[src/rtl/core/lsae_pkg.sv]
// shared types and constants of the line sensor angle estimator
// used by lsae_scan, the top level and lsae_checker, no dependencies of its own
package lsae_pkg;

    localparam int NUM_CH      = 5;
    localparam int CH_IDX_W    = 3;
    localparam int LINE_THRESH = 8;
    localparam int EDGE_ERR    = 200;
    localparam int ERR_W       = 9;
    localparam int STEER_W     = 8;
    localparam int SPEED_W     = 10;
    localparam int DELAY_W     = 8;
    localparam int QUOT_W      = 7;
    localparam int CFG_IDX_W   = 3;
    localparam int CFG_DATA_W  = 16;
    localparam int M_TDATA_W   = 24;
    localparam int RESET_SPEED = 400;
    localparam int RESET_DELAY = 25;

    // configuration register indexes
    typedef enum logic [CFG_IDX_W-1:0] {
        REG_BASELINE_CH0 = 3'd0,
        REG_BASELINE_CH1 = 3'd1,
        REG_BASELINE_CH2 = 3'd2,
        REG_BASELINE_CH3 = 3'd3,
        REG_BASELINE_CH4 = 3'd4,
        REG_RUN_SPEED    = 3'd5,
        REG_STOP_DELAY   = 3'd6
    } cfg_reg_t;

    typedef enum logic [2:0] {
        ST_IDLE,
        ST_SCAN,
        ST_SETUP,
        ST_DIV_START,
        ST_DIV,
        ST_FINISH
    } state_t;

    // outcome of the channel scan
    typedef struct packed {
        logic                found;
        logic [CH_IDX_W-1:0] sel;
        logic                all_on;
    } scan_res_t;

endpackage

[src/rtl/core/lsae_scan.sv]
// serial channel scan: one channel per cycle through a shift line
// subtracts the baseline, clamps at zero, tracks the first maximum above threshold
// depends on lsae_pkg
module lsae_scan #(
    parameter int SAMPLE_BITS = 12
) (
    input  logic                                           aclk,
    input  logic                                           aresetn,
    input  logic                                           start_i,
    input  logic [lsae_pkg::NUM_CH-1:0][SAMPLE_BITS-1:0]   samples_i,
    input  logic [lsae_pkg::NUM_CH-1:0][SAMPLE_BITS-1:0]   baseline_i,
    output logic                                           done_o,
    output lsae_pkg::scan_res_t                            res_o,
    output logic [lsae_pkg::NUM_CH-1:0][SAMPLE_BITS-1:0]   ch_o
);

    localparam int SB = SAMPLE_BITS;

    logic [lsae_pkg::NUM_CH-1:0][SB-1:0] samp_reg;
    logic [lsae_pkg::NUM_CH-1:0][SB-1:0] ch_reg;
    logic [lsae_pkg::CH_IDX_W-1:0]       cnt_reg;
    logic                                active_reg;
    logic                                done_reg;
    logic [SB-1:0]                       best_reg;
    lsae_pkg::scan_res_t                 res_reg;

    logic [SB:0]   diff;
    logic [SB-1:0] val;

    always_comb begin
        diff = {1'b0, samp_reg[0]} - {1'b0, baseline_i[cnt_reg]};
        val  = diff[SB] ? '0 : diff[SB-1:0];
    end

    always_ff @(posedge aclk) begin
        if (!aresetn) begin
            active_reg <= 1'b0;
            done_reg   <= 1'b0;
            cnt_reg    <= '0;
        end else begin
            done_reg <= 1'b0;
            if (start_i) begin
                active_reg <= 1'b1;
                cnt_reg    <= '0;
            end else if (active_reg) begin
                if (cnt_reg == lsae_pkg::CH_IDX_W'(lsae_pkg::NUM_CH - 1)) begin
                    active_reg <= 1'b0;
                    done_reg   <= 1'b1;
                end else begin
                    cnt_reg <= cnt_reg + 1'b1;
                end
            end
        end
    end

    // payload path
    always_ff @(posedge aclk) begin
        if (start_i) begin
            samp_reg       <= samples_i;
            best_reg       <= SB'(lsae_pkg::LINE_THRESH);
            res_reg.found  <= 1'b0;
            res_reg.sel    <= '0;
            res_reg.all_on <= 1'b1;
        end else if (active_reg) begin
            samp_reg <= {{SB{1'b0}}, samp_reg[lsae_pkg::NUM_CH-1:1]};
            ch_reg   <= {val, ch_reg[lsae_pkg::NUM_CH-1:1]};
            if (val > best_reg) begin
                best_reg      <= val;
                res_reg.sel   <= cnt_reg;
                res_reg.found <= 1'b1;
            end
            if (val < SB'(lsae_pkg::LINE_THRESH)) begin
                res_reg.all_on <= 1'b0;
            end
        end
    end

    assign done_o = done_reg;
    assign res_o  = res_reg;
    assign ch_o   = ch_reg;

endmodule

[src/rtl/core/lsae_div.sv]
// bit-serial restoring divider, one quotient bit per cycle
// magnitudes only, the caller handles signs; depends on lsae_pkg for nothing
module lsae_div #(
    parameter int NUM_W = 19,
    parameter int DEN_W = 13,
    parameter int Q_W   = 7
) (
    input  logic             aclk,
    input  logic             aresetn,
    input  logic             start_i,
    input  logic [NUM_W-1:0] num_i,
    input  logic [DEN_W-1:0] den_i,
    output logic             done_o,
    output logic [Q_W-1:0]   quot_o
);

    localparam int DSH_W = DEN_W + Q_W - 1;
    localparam int W     = (NUM_W > DSH_W) ? NUM_W : DSH_W;
    localparam int CNT_W = (Q_W > 1) ? $clog2(Q_W) : 1;

    logic [W-1:0]     rem_reg;
    logic [W-1:0]     dsh_reg;
    logic [Q_W-1:0]   quot_reg;
    logic [CNT_W-1:0] cnt_reg;
    logic             active_reg;
    logic             done_reg;
    logic             ge;

    assign ge = (rem_reg >= dsh_reg);

    always_ff @(posedge aclk) begin
        if (!aresetn) begin
            active_reg <= 1'b0;
            done_reg   <= 1'b0;
            cnt_reg    <= '0;
        end else begin
            done_reg <= 1'b0;
            if (start_i) begin
                active_reg <= 1'b1;
                cnt_reg    <= CNT_W'(Q_W - 1);
            end else if (active_reg) begin
                if (cnt_reg == '0) begin
                    active_reg <= 1'b0;
                    done_reg   <= 1'b1;
                end else begin
                    cnt_reg <= cnt_reg - 1'b1;
                end
            end
        end
    end

    always_ff @(posedge aclk) begin
        if (start_i) begin
            rem_reg  <= W'(num_i);
            dsh_reg  <= W'(den_i) << (Q_W - 1);
            quot_reg <= '0;
        end else if (active_reg) begin
            if (ge) begin
                rem_reg <= rem_reg - dsh_reg;
            end
            dsh_reg  <= dsh_reg >> 1;
            quot_reg <= {quot_reg[Q_W-2:0], ge};
        end
    end

    assign done_o = done_reg;
    assign quot_o = quot_reg;

endmodule

[src/rtl/core/line_sensor_angle_estimator.sv]
// top level of the line sensor angle estimator
// depends on lsae_pkg, lsae_scan and lsae_div
//
// usage
// - s_ channel: one beat is one frame of five raw sensor samples
// - m_ channel: one beat per frame with the halved steering error, the sticky
//   line_done flag and the speed command
// - cfg channel: register writes (index 0..4 baselines, 5 run_speed,
//   6 stop_delay); cfg_ready is always high, write only while the block is idle
// - frames are taken one at a time: after a beat on s_ the block scans the five
//   channels serially (one per cycle), sets up the interpolation and runs a
//   bit-serial divider that yields seven quotient bits
// - when no channel is above threshold the divider is skipped and the block goes
//   from the setup straight to the finish step; a new frame is taken only after
//   the result is registered and the block is back in idle
// - a finished result waits in the output register; the block takes the next
//   frame while it waits, and only holds that frame at its last step until the
//   receiver has taken the previous beat
// - reset clears the state: baselines 0, run_speed 400, stop countdown 25
//   (the stop_delay reset value), last error 0, line_done clear, no beat pending
module line_sensor_angle_estimator #(
    parameter int SAMPLE_BITS = 12
) (
    input  logic                                               aclk,
    input  logic                                               aresetn,
    // s_tdata: sample_ch0, sample_ch1, sample_ch2, sample_ch3, sample_ch4
    input  logic [((lsae_pkg::NUM_CH*SAMPLE_BITS+7)/8)*8-1:0]  s_tdata,
    input  logic                                               s_tvalid,
    output logic                                               s_tready,
    // m_tdata: steer_error[7:0], line_done[8], speed_command[18:9]
    output logic [lsae_pkg::M_TDATA_W-1:0]                     m_tdata,
    output logic                                               m_tvalid,
    input  logic                                               m_tready,
    input  logic                                               cfg_valid,
    output logic                                               cfg_ready,
    input  logic [lsae_pkg::CFG_IDX_W-1:0]                     cfg_index,
    input  logic [lsae_pkg::CFG_DATA_W-1:0]                    cfg_data
);

    localparam int SB    = SAMPLE_BITS;
    localparam int NUM_W = SB + 7;   // holds 100 * channel
    localparam int DEN_W = SB + 1;   // holds sum of two channels
    localparam int ERR_W = lsae_pkg::ERR_W;

    // configuration registers
    logic [lsae_pkg::NUM_CH-1:0][SB-1:0]  baseline_reg;
    logic [lsae_pkg::SPEED_W-1:0]         run_speed_reg;

    // frame-to-frame state
    logic signed [ERR_W-1:0]              last_err_reg;
    logic                                 end_seen_reg;
    logic signed [ERR_W-1:0]              stop_cnt_reg;

    lsae_pkg::state_t                     state_reg, state_next;

    // interpolation setup
    logic [NUM_W-1:0]                     num_reg, num_next;
    logic [DEN_W-1:0]                     den_reg, den_next;
    logic                                 neg_reg, neg_next;
    logic signed [ERR_W-1:0]              base_reg, base_next;

    // output register
    logic                                 m_tvalid_reg;
    logic [lsae_pkg::M_TDATA_W-1:0]       m_tdata_reg;

    logic                                 scan_start;
    logic                                 scan_done;
    lsae_pkg::scan_res_t                  scan_res;
    logic [lsae_pkg::NUM_CH-1:0][SB-1:0]  ch;
    logic                                 div_start;
    logic                                 div_done;
    logic [lsae_pkg::QUOT_W-1:0]          quot;
    logic                                 load_out;
    logic                                 out_free;

    logic signed [ERR_W-1:0]              err_fin;
    logic [ERR_W-1:0]                     err_adj;
    logic                                 end_seen_next;
    logic signed [ERR_W-1:0]              stop_cnt_next;
    logic [lsae_pkg::SPEED_W-1:0]         speed;

    function automatic logic [NUM_W-1:0] mul100(input logic [SB-1:0] x);
        logic [NUM_W-1:0] xe;
        xe = NUM_W'(x);
        return (xe << 6) + (xe << 5) + (xe << 2);
    endfunction

    function automatic logic [NUM_W-1:0] mul50(input logic [SB-1:0] x);
        logic [NUM_W-1:0] xe;
        xe = NUM_W'(x);
        return (xe << 5) + (xe << 4) + (xe << 1);
    endfunction

    // magnitude and sign of a - b
    function automatic logic [SB:0] abs_diff(input logic [SB-1:0] a,
                                             input logic [SB-1:0] b);
        logic [SB:0] d;
        logic [SB:0] m;
        d = {1'b0, a} - {1'b0, b};
        m = d[SB] ? (~d + 1'b1) : d;
        return {d[SB], m[SB-1:0]};
    endfunction

    assign cfg_ready = 1'b1;

    // ---------------------------------------------------------------------
    // channel scan and divider
    // ---------------------------------------------------------------------
    lsae_scan #(
        .SAMPLE_BITS(SB)
    ) u_scan (
        .aclk      (aclk),
        .aresetn   (aresetn),
        .start_i   (scan_start),
        .samples_i (s_tdata[lsae_pkg::NUM_CH*SB-1:0]),
        .baseline_i(baseline_reg),
        .done_o    (scan_done),
        .res_o     (scan_res),
        .ch_o      (ch)
    );

    lsae_div #(
        .NUM_W(NUM_W),
        .DEN_W(DEN_W),
        .Q_W  (lsae_pkg::QUOT_W)
    ) u_div (
        .aclk   (aclk),
        .aresetn(aresetn),
        .start_i(div_start),
        .num_i  (num_reg),
        .den_i  (den_reg),
        .done_o (div_done),
        .quot_o (quot)
    );

    // ---------------------------------------------------------------------
    // sequencer
    // ---------------------------------------------------------------------
    assign out_free = !m_tvalid_reg || m_tready;

    always_ff @(posedge aclk) begin
        if (!aresetn) begin
            state_reg <= lsae_pkg::ST_IDLE;
        end else begin
            state_reg <= state_next;
        end
    end

    always_comb begin
        state_next = state_reg;
        s_tready   = 1'b0;
        scan_start = 1'b0;
        div_start  = 1'b0;
        load_out   = 1'b0;
        unique case (state_reg)
            lsae_pkg::ST_IDLE: begin
                s_tready = 1'b1;
                if (s_tvalid) begin
                    scan_start = 1'b1;
                    state_next = lsae_pkg::ST_SCAN;
                end
            end
            lsae_pkg::ST_SCAN: begin
                if (scan_done) begin
                    state_next = lsae_pkg::ST_SETUP;
                end
            end
            lsae_pkg::ST_SETUP: begin
                // no channel above threshold: no division needed
                state_next = scan_res.found ? lsae_pkg::ST_DIV_START
                                            : lsae_pkg::ST_FINISH;
            end
            lsae_pkg::ST_DIV_START: begin
                div_start  = 1'b1;
                state_next = lsae_pkg::ST_DIV;
            end
            lsae_pkg::ST_DIV: begin
                if (div_done) begin
                    state_next = lsae_pkg::ST_FINISH;
                end
            end
            lsae_pkg::ST_FINISH: begin
                // hold until the previous beat has been taken
                if (out_free) begin
                    load_out   = 1'b1;
                    state_next = lsae_pkg::ST_IDLE;
                end
            end
            default: begin
                state_next = lsae_pkg::ST_IDLE;
            end
        endcase
    end

    // ---------------------------------------------------------------------
    // interpolation setup: numerator magnitude, denominator, base and sign
    // ---------------------------------------------------------------------
    always_comb begin
        logic [SB:0] ad;
        ad        = '0;
        num_next  = '0;
        den_next  = DEN_W'(1);
        neg_next  = 1'b0;
        base_next = '0;
        unique case (scan_res.sel)
            3'd0: begin
                // left edge: -200 + 100*ch1 / (ch0 + ch1)
                num_next  = mul100(ch[0+1]);
                den_next  = {1'b0, ch[0]} + {1'b0, ch[1]};
                base_next = -ERR_W'(200);
            end
            3'd1: begin
                ad        = abs_diff(ch[2], ch[0]);
                num_next  = mul50(ad[SB-1:0]);
                neg_next  = ad[SB];
                den_next  = DEN_W'(ch[1]);
                base_next = -ERR_W'(100);
            end
            3'd2: begin
                ad        = abs_diff(ch[3], ch[1]);
                num_next  = mul50(ad[SB-1:0]);
                neg_next  = ad[SB];
                den_next  = DEN_W'(ch[2]);
                base_next = '0;
            end
            3'd3: begin
                ad        = abs_diff(ch[4], ch[2]);
                num_next  = mul50(ad[SB-1:0]);
                neg_next  = ad[SB];
                den_next  = DEN_W'(ch[3]);
                base_next = ERR_W'(100);
            end
            3'd4: begin
                // right edge: 200 - 100*ch3 / (ch3 + ch4)
                num_next  = mul100(ch[3]);
                neg_next  = 1'b1;
                den_next  = {1'b0, ch[3]} + {1'b0, ch[4]};
                base_next = ERR_W'(200);
            end
            default: begin
                num_next  = '0;
            end
        endcase
    end

    always_ff @(posedge aclk) begin
        if (state_reg == lsae_pkg::ST_SETUP) begin
            num_reg  <= num_next;
            den_reg  <= den_next;
            neg_reg  <= neg_next;
            base_reg <= base_next;
        end
    end

    // ---------------------------------------------------------------------
    // final error, countdown and result
    // ---------------------------------------------------------------------
    always_comb begin
        logic signed [ERR_W-1:0] q_ext;
        q_ext = $signed({{(ERR_W-lsae_pkg::QUOT_W){1'b0}}, quot});
        if (scan_res.found) begin
            err_fin = neg_reg ? (base_reg - q_ext) : (base_reg + q_ext);
        end else if (last_err_reg > 0) begin
            err_fin = ERR_W'(lsae_pkg::EDGE_ERR);
        end else if (last_err_reg < 0) begin
            err_fin = -ERR_W'(lsae_pkg::EDGE_ERR);
        end else begin
            err_fin = '0;
        end

        // halve toward zero: add one to negative values before the shift
        err_adj = err_fin + {{(ERR_W-1){1'b0}}, err_fin[ERR_W-1]};

        end_seen_next = end_seen_reg || scan_res.all_on;
        if (end_seen_next && !stop_cnt_reg[ERR_W-1]) begin
            stop_cnt_next = stop_cnt_reg - 1'b1;
        end else begin
            stop_cnt_next = stop_cnt_reg;
        end
        speed = stop_cnt_next[ERR_W-1] ? '0 : run_speed_reg;
    end

    // configuration writes and frame state
    always_ff @(posedge aclk) begin
        if (!aresetn) begin
            baseline_reg   <= '0;
            run_speed_reg  <= lsae_pkg::SPEED_W'(lsae_pkg::RESET_SPEED);
            last_err_reg   <= '0;
            end_seen_reg   <= 1'b0;
            stop_cnt_reg   <= ERR_W'(lsae_pkg::RESET_DELAY);
        end else begin
            if (cfg_valid && cfg_ready) begin
                unique case (lsae_pkg::cfg_reg_t'(cfg_index))
                    lsae_pkg::REG_BASELINE_CH0: baseline_reg[0] <= cfg_data[SB-1:0];
                    lsae_pkg::REG_BASELINE_CH1: baseline_reg[1] <= cfg_data[SB-1:0];
                    lsae_pkg::REG_BASELINE_CH2: baseline_reg[2] <= cfg_data[SB-1:0];
                    lsae_pkg::REG_BASELINE_CH3: baseline_reg[3] <= cfg_data[SB-1:0];
                    lsae_pkg::REG_BASELINE_CH4: baseline_reg[4] <= cfg_data[SB-1:0];
                    lsae_pkg::REG_RUN_SPEED: begin
                        run_speed_reg <= cfg_data[lsae_pkg::SPEED_W-1:0];
                    end
                    lsae_pkg::REG_STOP_DELAY: begin
                        // stop_delay only acts as the countdown reload value,
                        // and the countdown reloads only before the line end
                        if (!end_seen_reg) begin
                            stop_cnt_reg <= ERR_W'(cfg_data[lsae_pkg::DELAY_W-1:0]);
                        end
                    end
                    default: begin
                        // unused index, write dropped
                    end
                endcase
            end
            if (load_out) begin
                last_err_reg <= err_fin;
                end_seen_reg <= end_seen_next;
                stop_cnt_reg <= stop_cnt_next;
            end
        end
    end

    // output register
    always_ff @(posedge aclk) begin
        if (!aresetn) begin
            m_tvalid_reg <= 1'b0;
        end else if (load_out) begin
            m_tvalid_reg <= 1'b1;
        end else if (m_tready) begin
            m_tvalid_reg <= 1'b0;
        end
    end

    always_ff @(posedge aclk) begin
        if (load_out) begin
            m_tdata_reg <= {{(lsae_pkg::M_TDATA_W-19){1'b0}}, speed, end_seen_next,
                            err_adj[ERR_W-1:1]};
        end
    end

    assign m_tvalid = m_tvalid_reg;
    assign m_tdata  = m_tdata_reg;

endmodule

[config.mk]
export PLATFORM = sky130hd
export DESIGN_NAME = line_sensor_angle_estimator
export DESIGN_NICKNAME = d
export VERILOG_FILES = /design/src/rtl/core/lsae_pkg.sv /design/src/rtl/core/lsae_scan.sv /design/src/rtl/core/lsae_div.sv /design/src/rtl/core/line_sensor_angle_estimator.sv
export SDC_FILE = /design/constraint.sdc
export NUM_CORES = 1
export LEC_CHECK = 0
export BUFFER_PORTS_ARGS = -buffer_cell sky130_fd_sc_hd__buf_2
export CORE_ASPECT_RATIO = 2
export CORE_MARGIN = 2
export CORE_UTILIZATION = 63
export CTS_CLUSTER_SIZE = 14
export DETAILED_ROUTE_END_ITERATION = 10
export GPL_ROUTABILITY_DRIVEN = 0
export GPL_TIMING_DRIVEN = 0
export MAX_ROUTING_LAYER = met4
export PLACE_DENSITY = 0.78
export SYNTH_ARGS = -nofsm -noshare
export SYNTH_HDL_FRONTEND = slang
export SYNTH_SLANG_ARGS = --single-unit
[constraint.sdc]
create_clock -name aclk -period 6.1 [get_ports aclk]
set_clock_uncertainty 0.2 [all_clocks]
set_input_delay 0 -clock aclk [delete_from_list [all_inputs] [get_ports aclk]]
set_output_delay 0 -clock aclk [all_outputs]
set_load 0.01 [all_outputs]
After elaboration in Yosys (flattened, before gate mapping)
Index checks and enable logic that the tools add are counted.
{"block": "totals", "reg_bits": 346, "output_inout_bits": 27, "wordCells": 193}
{"block": "op_classes", "n_addsub": 26, "magnitude_cmp": 6, "eq_ne": 23, "n_mux": 51, "bitwise": 9, "n_reduce_logical": 35}
{"op": "60-bit two-way mux", "count": 2}
{"op": "19-bit two-way mux", "count": 5}
{"op": "19-bit one-hot mux with 5 select lines", "count": 1}
{"op": "9-bit two-way mux", "count": 9}
{"op": "13-bit one-hot mux with 5 select lines", "count": 1}
{"op": "12-bit two-way mux", "count": 5}
{"op": "18-bit by 13-bit adder with 19-bit output", "count": 3}
{"op": "17-bit by 16-bit adder with 18-bit output", "count": 3}
{"op": "12-bit by 12-bit subtractor with 13-bit output", "count": 4}
{"op": "18-bit by 17-bit adder with 19-bit output", "count": 2}
{"op": "19-bit by 14-bit adder with 19-bit output", "count": 2}
{"op": "12-bit by 1-bit adder with 12-bit output, second input constant", "count": 3}
{"op": "12-bit binary-select mux with 3-bit select", "count": 1}
{"op": "12-bit NOT", "count": 3}
{"op": "9-bit one-hot mux with 4 select lines", "count": 1}
{"op": "12-bit by 12-bit adder with 13-bit output", "count": 2}
{"op": "2-bit AND reduction", "count": 13}
{"op": "3-bit two-way mux", "count": 8}
{"op": "3-bit equality test, second input constant", "count": 7}
{"op": "19-bit greater-or-equal comparator", "count": 1}
{"op": "19-bit subtractor", "count": 1}
{"op": "3-bit by 2-bit equality test with 1-bit output, second input constant", "count": 6}
{"op": "3-bit one-hot mux with 6 select lines", "count": 1}
{"op": "1-bit two-way mux", "count": 16}
{"op": "other kinds (25)", "count": 50}

Depth between registers and ports, before layout
Gate-level depths: netlist (run 1).
{"block": "logic_depth", "depth_word": 7, "ltp_mapped": 25, "ltp_nobuf": 22}

Hierarchy
A second synthesis (run 1) with hierarchy kept.
{"block": "hier_totals", "cells_unflattened": 2447, "hier_area_um2": 23687.7}
{"module": "line_sensor_angle_estimator", "n_inst": 1, "cells_per_inst": 1668, "area_per_inst_um2": 14086.0}
{"module": "lsae_scan", "n_inst": 1, "cells_per_inst": 436, "area_per_inst_um2": 6391.1}
{"module": "lsae_div", "n_inst": 1, "cells_per_inst": 343, "area_per_inst_um2": 3210.6}

Worst setup path before layout (run 1)
OpenSTA, ideal clock, no wires.
{"block": "synth_path", "path_type": "reg2reg", "startpoint": "reg u_scan.cnt_reg[0] in the netlist's numbering", "endpoint": "reg u_scan.res_reg (netlist bit u_scan.res_o[1])", "setup_ns": 0.128, "arrival_time_ns": 5.287, "required_ns": 5.772, "setup_slack_ns": 0.486, "path_stages_with_launch": 23, "path_buffers": 6, "period_less_slack_ns": 5.614, "cell_sequence": "dfxtp_1 clkbuf_1 buf_1 nor3_1 clkbuf_1 a22oi_1 fa_1 a211oi_1 o21bai_1 a31oi_1 o21a_1 clkbuf_1 nor2_1 ha_1 a21o_1 a21o_1 a21oi_1 o211ai_1 o311a_1 clkbuf_1 buf_1 mux2i_1 nor2_1"}
{"block": "synth_via", "elab_chain_len": 6}
{"item": "from (decl)", "line_no": "lsae_scan.sv:21", "rtl": "logic [lsae_pkg::CH_IDX_W-1:0] cnt_reg;"}
{"item": "from (signal assigned)", "line_no": "lsae_scan.sv:50", "rtl": "cnt_reg <= cnt_reg + 1'b1;"}
{"item": "12-bit binary-select mux with 3-bit select", "line_no": "lsae_scan.sv:31", "rtl": "diff = {1'b0, samp_reg[0]} - {1'b0, baseline_i[cnt_reg]};"}
{"item": "12-bit two-way mux (implied by the code)", "line_no": "lsae_scan.sv:31"}
{"item": "12-bit by 12-bit subtractor with 13-bit output", "line_no": "lsae_scan.sv:31"}
{"item": "12-bit two-way mux", "line_no": "lsae_scan.sv:32", "rtl": "val = diff[SB] ? '0 : diff[SB-1:0];"}
{"item": "via u_scan.val[5]", "line_no": "lsae_scan.sv:28", "rtl": "logic [SB-1:0] val;"}
{"item": "12-bit greater-than comparator", "line_no": "lsae_scan.sv:67", "rtl": "if (val > best_reg) begin"}
{"item": "2-bit AND reduction (no source line)"}
{"item": "to (decl)", "line_no": "lsae_scan.sv:25", "rtl": "lsae_pkg::scan_res_t res_reg;"}
The timed path passes the listed nets, and every way through them passes these cells. The select of a mux whose other input is x is not followed.
A chain may end at the register's enable or synchronous reset.

Worst setup path in the final report (run 1)
{"block": "layout_path", "startpoint": "reg u_scan.ch_reg (netlist bit u_scan.ch_o[48])", "endpoint": "reg num_reg[13] (data pin)"}
{"block": "layout_via", "elab_chain_len": 7}
{"item": "from (decl)", "line_no": "lsae_scan.sv:20", "rtl": "logic [lsae_pkg::NUM_CH-1:0][SB-1:0] ch_reg;"}
{"item": "from (signal assigned)", "line_no": "lsae_scan.sv:66", "rtl": "ch_reg <= {val, ch_reg[lsae_pkg::NUM_CH-1:1]};"}
{"item": "12-bit by 12-bit subtractor with 13-bit output *", "line_no": "line_sensor_angle_estimator.sv:99", "rtl": "d = {1'b0, a} - {1'b0, b};"}
{"item": "12-bit NOT", "line_no": "line_sensor_angle_estimator.sv:100", "rtl": "m = d[SB] ? (~d + 1'b1) : d;"}
{"item": "12-bit by 1-bit adder with 12-bit output", "line_no": "line_sensor_angle_estimator.sv:100"}
{"item": "12-bit two-way mux *", "line_no": "line_sensor_angle_estimator.sv:100"}
{"item": "17-bit by 16-bit adder with 18-bit output", "line_no": "line_sensor_angle_estimator.sv:91", "rtl": "return (xe << 5) + (xe << 4) + (xe << 1);"}
{"item": "18-bit by 13-bit adder with 19-bit output *", "line_no": "line_sensor_angle_estimator.sv:91"}
{"item": "19-bit one-hot mux with 5 select lines *", "line_no": "line_sensor_angle_estimator.sv:205", "rtl": "unique case (scan_res.sel)"}
{"item": "to (signal assigned)", "line_no": "line_sensor_angle_estimator.sv:248", "rtl": "num_reg <= num_next;"}
{"item": "to (decl)", "line_no": "line_sensor_angle_estimator.sv:57", "rtl": "logic [NUM_W-1:0] num_reg, num_next;"}
Every way passes the cells marked *; elsewhere a longest branch is shown, timed or not.

==> qor.yml, run 1 <==
floorplanning:
  io_pins: 115
  num_rows: 99
  die_w_um: 140
  core-area_mm2: 0.0365
  die_h_um: 276
  die_area_mm2: 0.0387
  initial_core_util: 0.639
detailed_routing:
  dr.pass1.iters: 6
  drt_iter0_drc: 1569
  drtAntennaViolNets: 0
  routed_wirelength_um: 74400
  viasPerCell: 6.39
  wl_per_cell_um: 23.4
  num_vias: 20300
  drc: 0
yosys:
  synth_edf_count: 209
  synthCells: 2436
  netlist.area_leader.share: 0.269
  syn_area_mm2: 0.0234
  synth_top_area_cell: "edfxtp_1"
  synth.avg_cell_area_um2: 9.59
  synth.distinct_cells: 87
  yosys-top-cells-area: "edfxtp_1 27%, dfxtp_1 11%, ha_1 11%"
  async_reset_ff_frac: 0
  synth_seq_cells: 342
  yosysWarnings: 0
  ys_seq_area_frac: 0.383
  synth_flop_cell: "edfxtp_1"
global_route:
  antenna_found_initial: 1
  grt_pass1_wl_um: 113000
  grt_usage: 0.389
  overflow: 0
  grt_pass1_vias: 20800
  grt_max_degree: 61
clock_network:
  cts.sinks: 342
  cts_tree: "built"
  cts_made_buffers: 30
  clk_pin_slew_ns: 0.06
  clockBufferDepth: 3
  clock_latency_ns: 0.59
  htree_levels: 1
  root_buffer: "clkbuf_16"
sta:
  tns_ns: -0.0474
  timing.fmax_ghz: 0.163
  hold_viol_final: 0
  fin_ws_ns: -0.0474
  period_needed_ns: 6.15
  grt_setup_unrepaired: "true"
  drv_slew: 1
  tightest_slew_ns: 1.49
  setup-violations-final: 1
  period_share: 1.01
  relSlewSlack: -0.00211
setup_path:
  cp_data_required_time_ns: 6.18
  path_max_fanout: 10
  critPathCaptureType: "register"
  cp-startpoint: "u_scan.ch_o[48]$_DFFE_PP_"
  cp-start-kind: "register"
  worstSetupPathType: "register to register"
  crit_arrival_ns: 6.23
  rr_startpoint: "u_scan.ch_o[48]$_DFFE_PP_"
place:
  dp_cells: 2993
  post_dp_cell_area_mm2: 0.0245
  buffer_ports.inserted: 96
  post-place-ws_ns: -1.20
  dp_hpwl_um: 52500
finish:
  final_cells: 3172
  nFillCells: 2518
  area_growth_pct: 15.1
  final_cell_mix: "276 x nand2_1, 213 x a21oi_1, 209 x edfxtp_1, 199 x ha_1, 178 x inv_1"
  antennaDiodeCount: 0
  nets: 3036
  final_common_cell: "nand2_1"
  final_cell_area_mm2: 0.0269
  drive_above_1_share: 0.116
run_status:
  violations: "max-capacitance violations, max-slew violations, negative setup slack"
  status: "finished with violations"
flow_run:
  cap_violations: 1
min_path:
  hp-class: "primary input to register"
  hold_start: "s_tdata[28]"
## final timing paths
kind         slack, ns                             to  cells past startpoint
max reg2reg      -0.05      num_reg[13]$_SDFFCE_PN0P_                     21
min reg2reg       0.25  run_speed_reg[1]$_SDFFE_PN0P_                      2
max              -0.05      num_reg[13]$_SDFFCE_PN0P_                     21
min               0.04  u_scan.samp_reg[28]$_DFFE_PP_                      3
## routing by layer
| metal | GRT usage | vias to the layer above | wire length [um] |
|---|---|---|---|
| li1 | - | 9189 | - |
| met1 | 0.359 | 9583 | 23000 |
| met2 | 0.677 | 1018 | 38100 |
| met3 | 0.0663 | 477 | 4940 |
| met4 | 0.344 | 0 | 8360 |
| met5 | - | - | 0 |
## stage by stage
stage | hold slack (ns) | utilization
after floorplan | -0.0758 | -
after CTS | 0.0465 | 0.726
final | 0.0410 | 0.736
after global routing | 0.0558 | 0.736
after detailed placement | 0.0939 | 0.671
after global placement | 0.0866 | 0.668
## cell families after synthesis
group	share of synthesized area
DFF	0.383
muxes	0.0580
xor gates and xnor gates	0.0626
buffers and inverters	0.0457
and+or+nand+nor	0.143
other	0.000322
AOI/OAI and AO/OA	0.156
adders and majority gates	0.152
## area by class of cell
class	instances	area [um^2]	share of cell area
Multi-Input combinational cell	1824	13600	0.505
Inverter	180	676	0.0251
Tap cell	454	568	0.0211
Sequential cell	342	8940	0.332
Buffer	93	403	0.0150
Clock inverter	5	40.0	0.00149
Timing Repair Buffer	225	1760	0.0656
Clock buffer	49	928	0.0345
## Yosys cell counts, types with 16 or more instances
library cell  number
nor2_1           179
a21o_1            39
inv_1            179
xnor2_1           90
edfxtp_1         209
a211oi_1          18
dfxtp_1          133
xor2_1            75
nor3_1            39
nand2b_1          39
mux2_2            48
o22ai_1           16
mux4_2            21
nand2_1          276
a22oi_1           18
o21a_1            32
ha_1             200
o21ai_0           92
and3_1            20
mux2i_1           34
and2_1            22
fa_1              52
clkbuf_1          71
nand3_1           48
a21oi_1          217
nor2b_1           30
a31oi_1           19
## critical path: stages, from the launching register on
cell	delay (ns)
edfxtp_1	0.41
inv_1	0.06
ha_1	0.28
fa_1	0.43
nand2b_1	0.20
a21o_1	0.20
a21oi_2	0.21
o22ai_2	0.18
clkbuf_2	0.25
o21a_1	0.16
xor2_1	0.21
fa_1	0.45
ha_1	0.24
fa_1	0.42
a21oi_1	0.17
o21ai_0	0.12
o211a_1	0.16
o41a_1	0.36
xnor2_1	0.62
o22ai_1	0.18
a21oi_1	0.16
o211ai_1	0.14
## timing repair
item,CTS,global route
buffers inserted,0,26
endpoints found under the setup margin,22,24
hold endpoints to repair,162,0
pin swaps,1,2
hold buffers,99,0
gates resized for setup,13,37
Power of run 1 is left out: the tool's default activity adds up to more than one toggle a clock period on the data nets, which glitch-free logic cannot reach.
==> run 2, diff against run 1 <==
--- a/config.mk
+++ b/config.mk
@@ -7,7 +7,6 @@
 export LEC_CHECK = 0
 export BUFFER_PORTS_ARGS = -buffer_cell sky130_fd_sc_hd__buf_2
 export CORE_ASPECT_RATIO = 2
-export CORE_MARGIN = 2
 export CORE_UTILIZATION = 63
 export CTS_CLUSTER_SIZE = 14
 export DETAILED_ROUTE_END_ITERATION = 10
==> run 2 against run 1 <==
  * The run now ends clean
  * Via count fell by 0.80%
  * Worst hold slack improved by 0.011 ns
  * Sequential share of layout area fell by 0.066 points
  * Design area rose by 0.20%
  * Core utilization rose by 0.15 points
  * Die area fell by 2.1%
  * Fmax rose by 2.6%
  * Global-route usage rose by 1.3 points
  * Register-to-register slack improved by 0.15 ns
  * Highest routed layer unchanged
==> qor.yml, run 2 (synthesis results as in run 1) <==
sta:
  period_share: 0.983  # -0.0251
  timing.fmax_ghz: 0.167  # +2.6%
  drv_slew: 0  # -1
  hold_viol_final: 0  # unchanged
  whs_ns: 0.0517  # +0.0106 ns
  relSlewSlack: 0.188  # +0.190
  tns_ns: 0  # +0.0474 ns
  setup-violations-final: 0  # -1
  tightest_slew_ns: 1.21  # -0.286 ns
  period_needed_ns: 5.99  # -0.153 ns
setup_path:
  path_max_fanout: 10  # unchanged
  critPathCaptureType: "register"
  cp-start-kind: "register"
  rr_startpoint: "u_scan.ch_o[15]$_DFFE_PP_"
  crit_arrival_ns: 6.09  # -0.14 ns
  worstSetupPathType: "register to register"
  rrSetupSlack_ns: 0.11  # +0.15 ns
  reg2reg_to: "num_reg[16]$_SDFFCE_PN0P_"
  cp_data_required_time_ns: 6.20  # +0.02 ns
  cp-startpoint: "u_scan.ch_o[15]$_DFFE_PP_"
  worstRegToRegCells: 20  # -4.8%
run_status:
  status: "complete, no violations"
detailed_routing:
  drtAntennaViolNets: 0  # unchanged
  viasPerCell: 6.33  # -0.89%
  drt_iter0_drc: 1441  # -8.2%
  drc: 0  # unchanged
  num_vias: 20100  # -0.80%
  dr.pass1.iters: 5  # -1
  routed_wirelength_um: 73200  # -1.5%
  wl_per_cell_um: 23.1  # -1.6%
finish:
  nets: 3028  # -0.26%
  final_common_cell: "nand2_1"
  nFillCells: 2510  # -0.32%
  drive_above_1_share: 0.115  # -0.000807
  final_cell_mix: "276 x nand2_1, 213 x a21oi_1, 209 x edfxtp_1, 198 x ha_1, 181 x inv_1"
  final_cell_area_mm2: 0.0269  # +0.20%
  area_growth_pct: 15.4
floorplanning:
  die_area_mm2: 0.0379  # -2.1%
  io_pins: 115  # unchanged
  num_rows: 99  # unchanged
  die_w_um: 138  # -1.4%
  initial_core_util: 0.639  # unchanged
  die_h_um: 274  # -0.72%
  core-area_mm2: 0.0365  # unchanged
place:
  dp_hpwl_um: 52800  # +0.48%
  post_dp_cell_area_mm2: 0.0245  # about the same
  buffer_ports.inserted: 96  # unchanged
clock_network:
  root_buffer: "clkbuf_16"
  clock_latency_ns: 0.59  # about the same
  clockBufferDepth: 3  # unchanged
  cts_made_buffers: 30  # unchanged
  cts.sinks: 342  # unchanged
  cts_tree: "built"
  htree_levels: 1  # unchanged
  clk_pin_slew_ns: 0.07  # about the same
min_path:
  min_to: "u_scan.samp_reg[38]$_DFFE_PP_"
  hold_start: "s_tdata[38]"
  hp-class: "primary input to register"
  holdPathStages: 3  # unchanged
global_route:
  grt_max_degree: 61  # unchanged
  antenna_found_initial: 8  # +7
  grt_usage: 0.402  # +0.0133
  grt_pass1_vias: 20600  # -0.61%
  overflow: 0  # unchanged
  grt_pass1_wl_um: 112000  # -0.94%
flow_run:
  cap_violations: 0  # -1
run 2: cell count changes in the layout (fill, tap and decap cells not counted), sizes merged:
| cell | change |
|---|---|
| clkinv | -3 |
| diode | +10 |
| buf | -10 |
| clkbuf | +3 |
| inv | +3 |
run 2: repair_timing:
| item | in CTS | in global routing |
|---|---|---|
| pin swaps | 1 | 5 |
| endpoints found under the hold margin | 162 | 0 |
| setup buffers | 0 | 19 |
| hold buffers | 99 | 0 |
| gates resized for setup | 13 | 52 |
| setup endpoints to repair | 20 | 26 |
run 2: per-stage QoR:
step / setup WS, ns / utilization / cells
after floorplan: 0.486 / - / 2440
after global placement: -1.03 / 0.668 / 2990
after detailed placement: -1.10 / 0.671 / 2993
after CTS: 0.00141 / 0.726 / 3146
after global routing: -0.0489 / 0.737 / 3173
final: 0.106 / 0.737 / 3175
run 2: critical path, cell delays in order (launching register included):
cell and delay (ns):
edfxtp_1 0.70, inv_1 0.10, ha_1 0.39, o21ai_0 0.30, a21oi_2 0.11, o2111ai_1 0.26
o211ai_1 0.23, clkbuf_2 0.25, a21oi_1 0.25, xor2_2 0.33, fa_1 0.47, inv_1 0.12
ha_1 0.26, a211o_1 0.31, o211ai_1 0.16, nand3_1 0.16, a31oi_1 0.21, nor2b_1 0.09
a311oi_1 0.37, xor2_1 0.26, o221ai_1 0.18
run 2: how the worst max path moves through the flow:
stage / slack (ns) / to
2_1_floorplan: 0.49 / u_scan.res_o[1]$_SDFFE_PP0P_
3_3_place_gp: -1.03 / u_scan.best_reg[4]$_SDFFE_PP0P_
3_5_place_dp: -1.10 / u_scan.best_reg[6]$_SDFFE_PP0P_
4_1_cts: 0.001 / num_reg[17]$_SDFFCE_PN0P_
5_1_grt: -0.05 / u_scan.best_reg[5]$_SDFFE_PP0P_
6_report: 0.11 / num_reg[16]$_SDFFCE_PN0P_
run 2: layout make-up:
| class | instances | area (um^2) | share of cell area |
|---|---|---|---|
| Tap cell | 454 | 568 | 0.0211 |
| Clock buffer | 50 | 943 | 0.0350 |
| Multi-Input combinational cell | 1824 | 13700 | 0.507 |
| Inverter | 180 | 676 | 0.0251 |
| Timing Repair Buffer | 217 | 1710 | 0.0633 |
| Buffer | 93 | 407 | 0.0151 |
| Clock inverter | 5 | 26.3 | 0.000975 |
| Sequential cell | 342 | 8940 | 0.332 |
| Antenna cell | 10 | 25.0 | 0.000929 |
run 2: per-layer routing:
layer  up-vias  part of all wire  wire length (um)  global-route usage
met1      9555              0.31             22900               0.356
met4         0              0.11              8240               0.376
met2       909              0.51             37600               0.719
li1       9191                 -                 -                   -
met5         -                 0                 0                   -
met3       450             0.061              4490              0.0753
Power of run 2 is left out for the same reason.
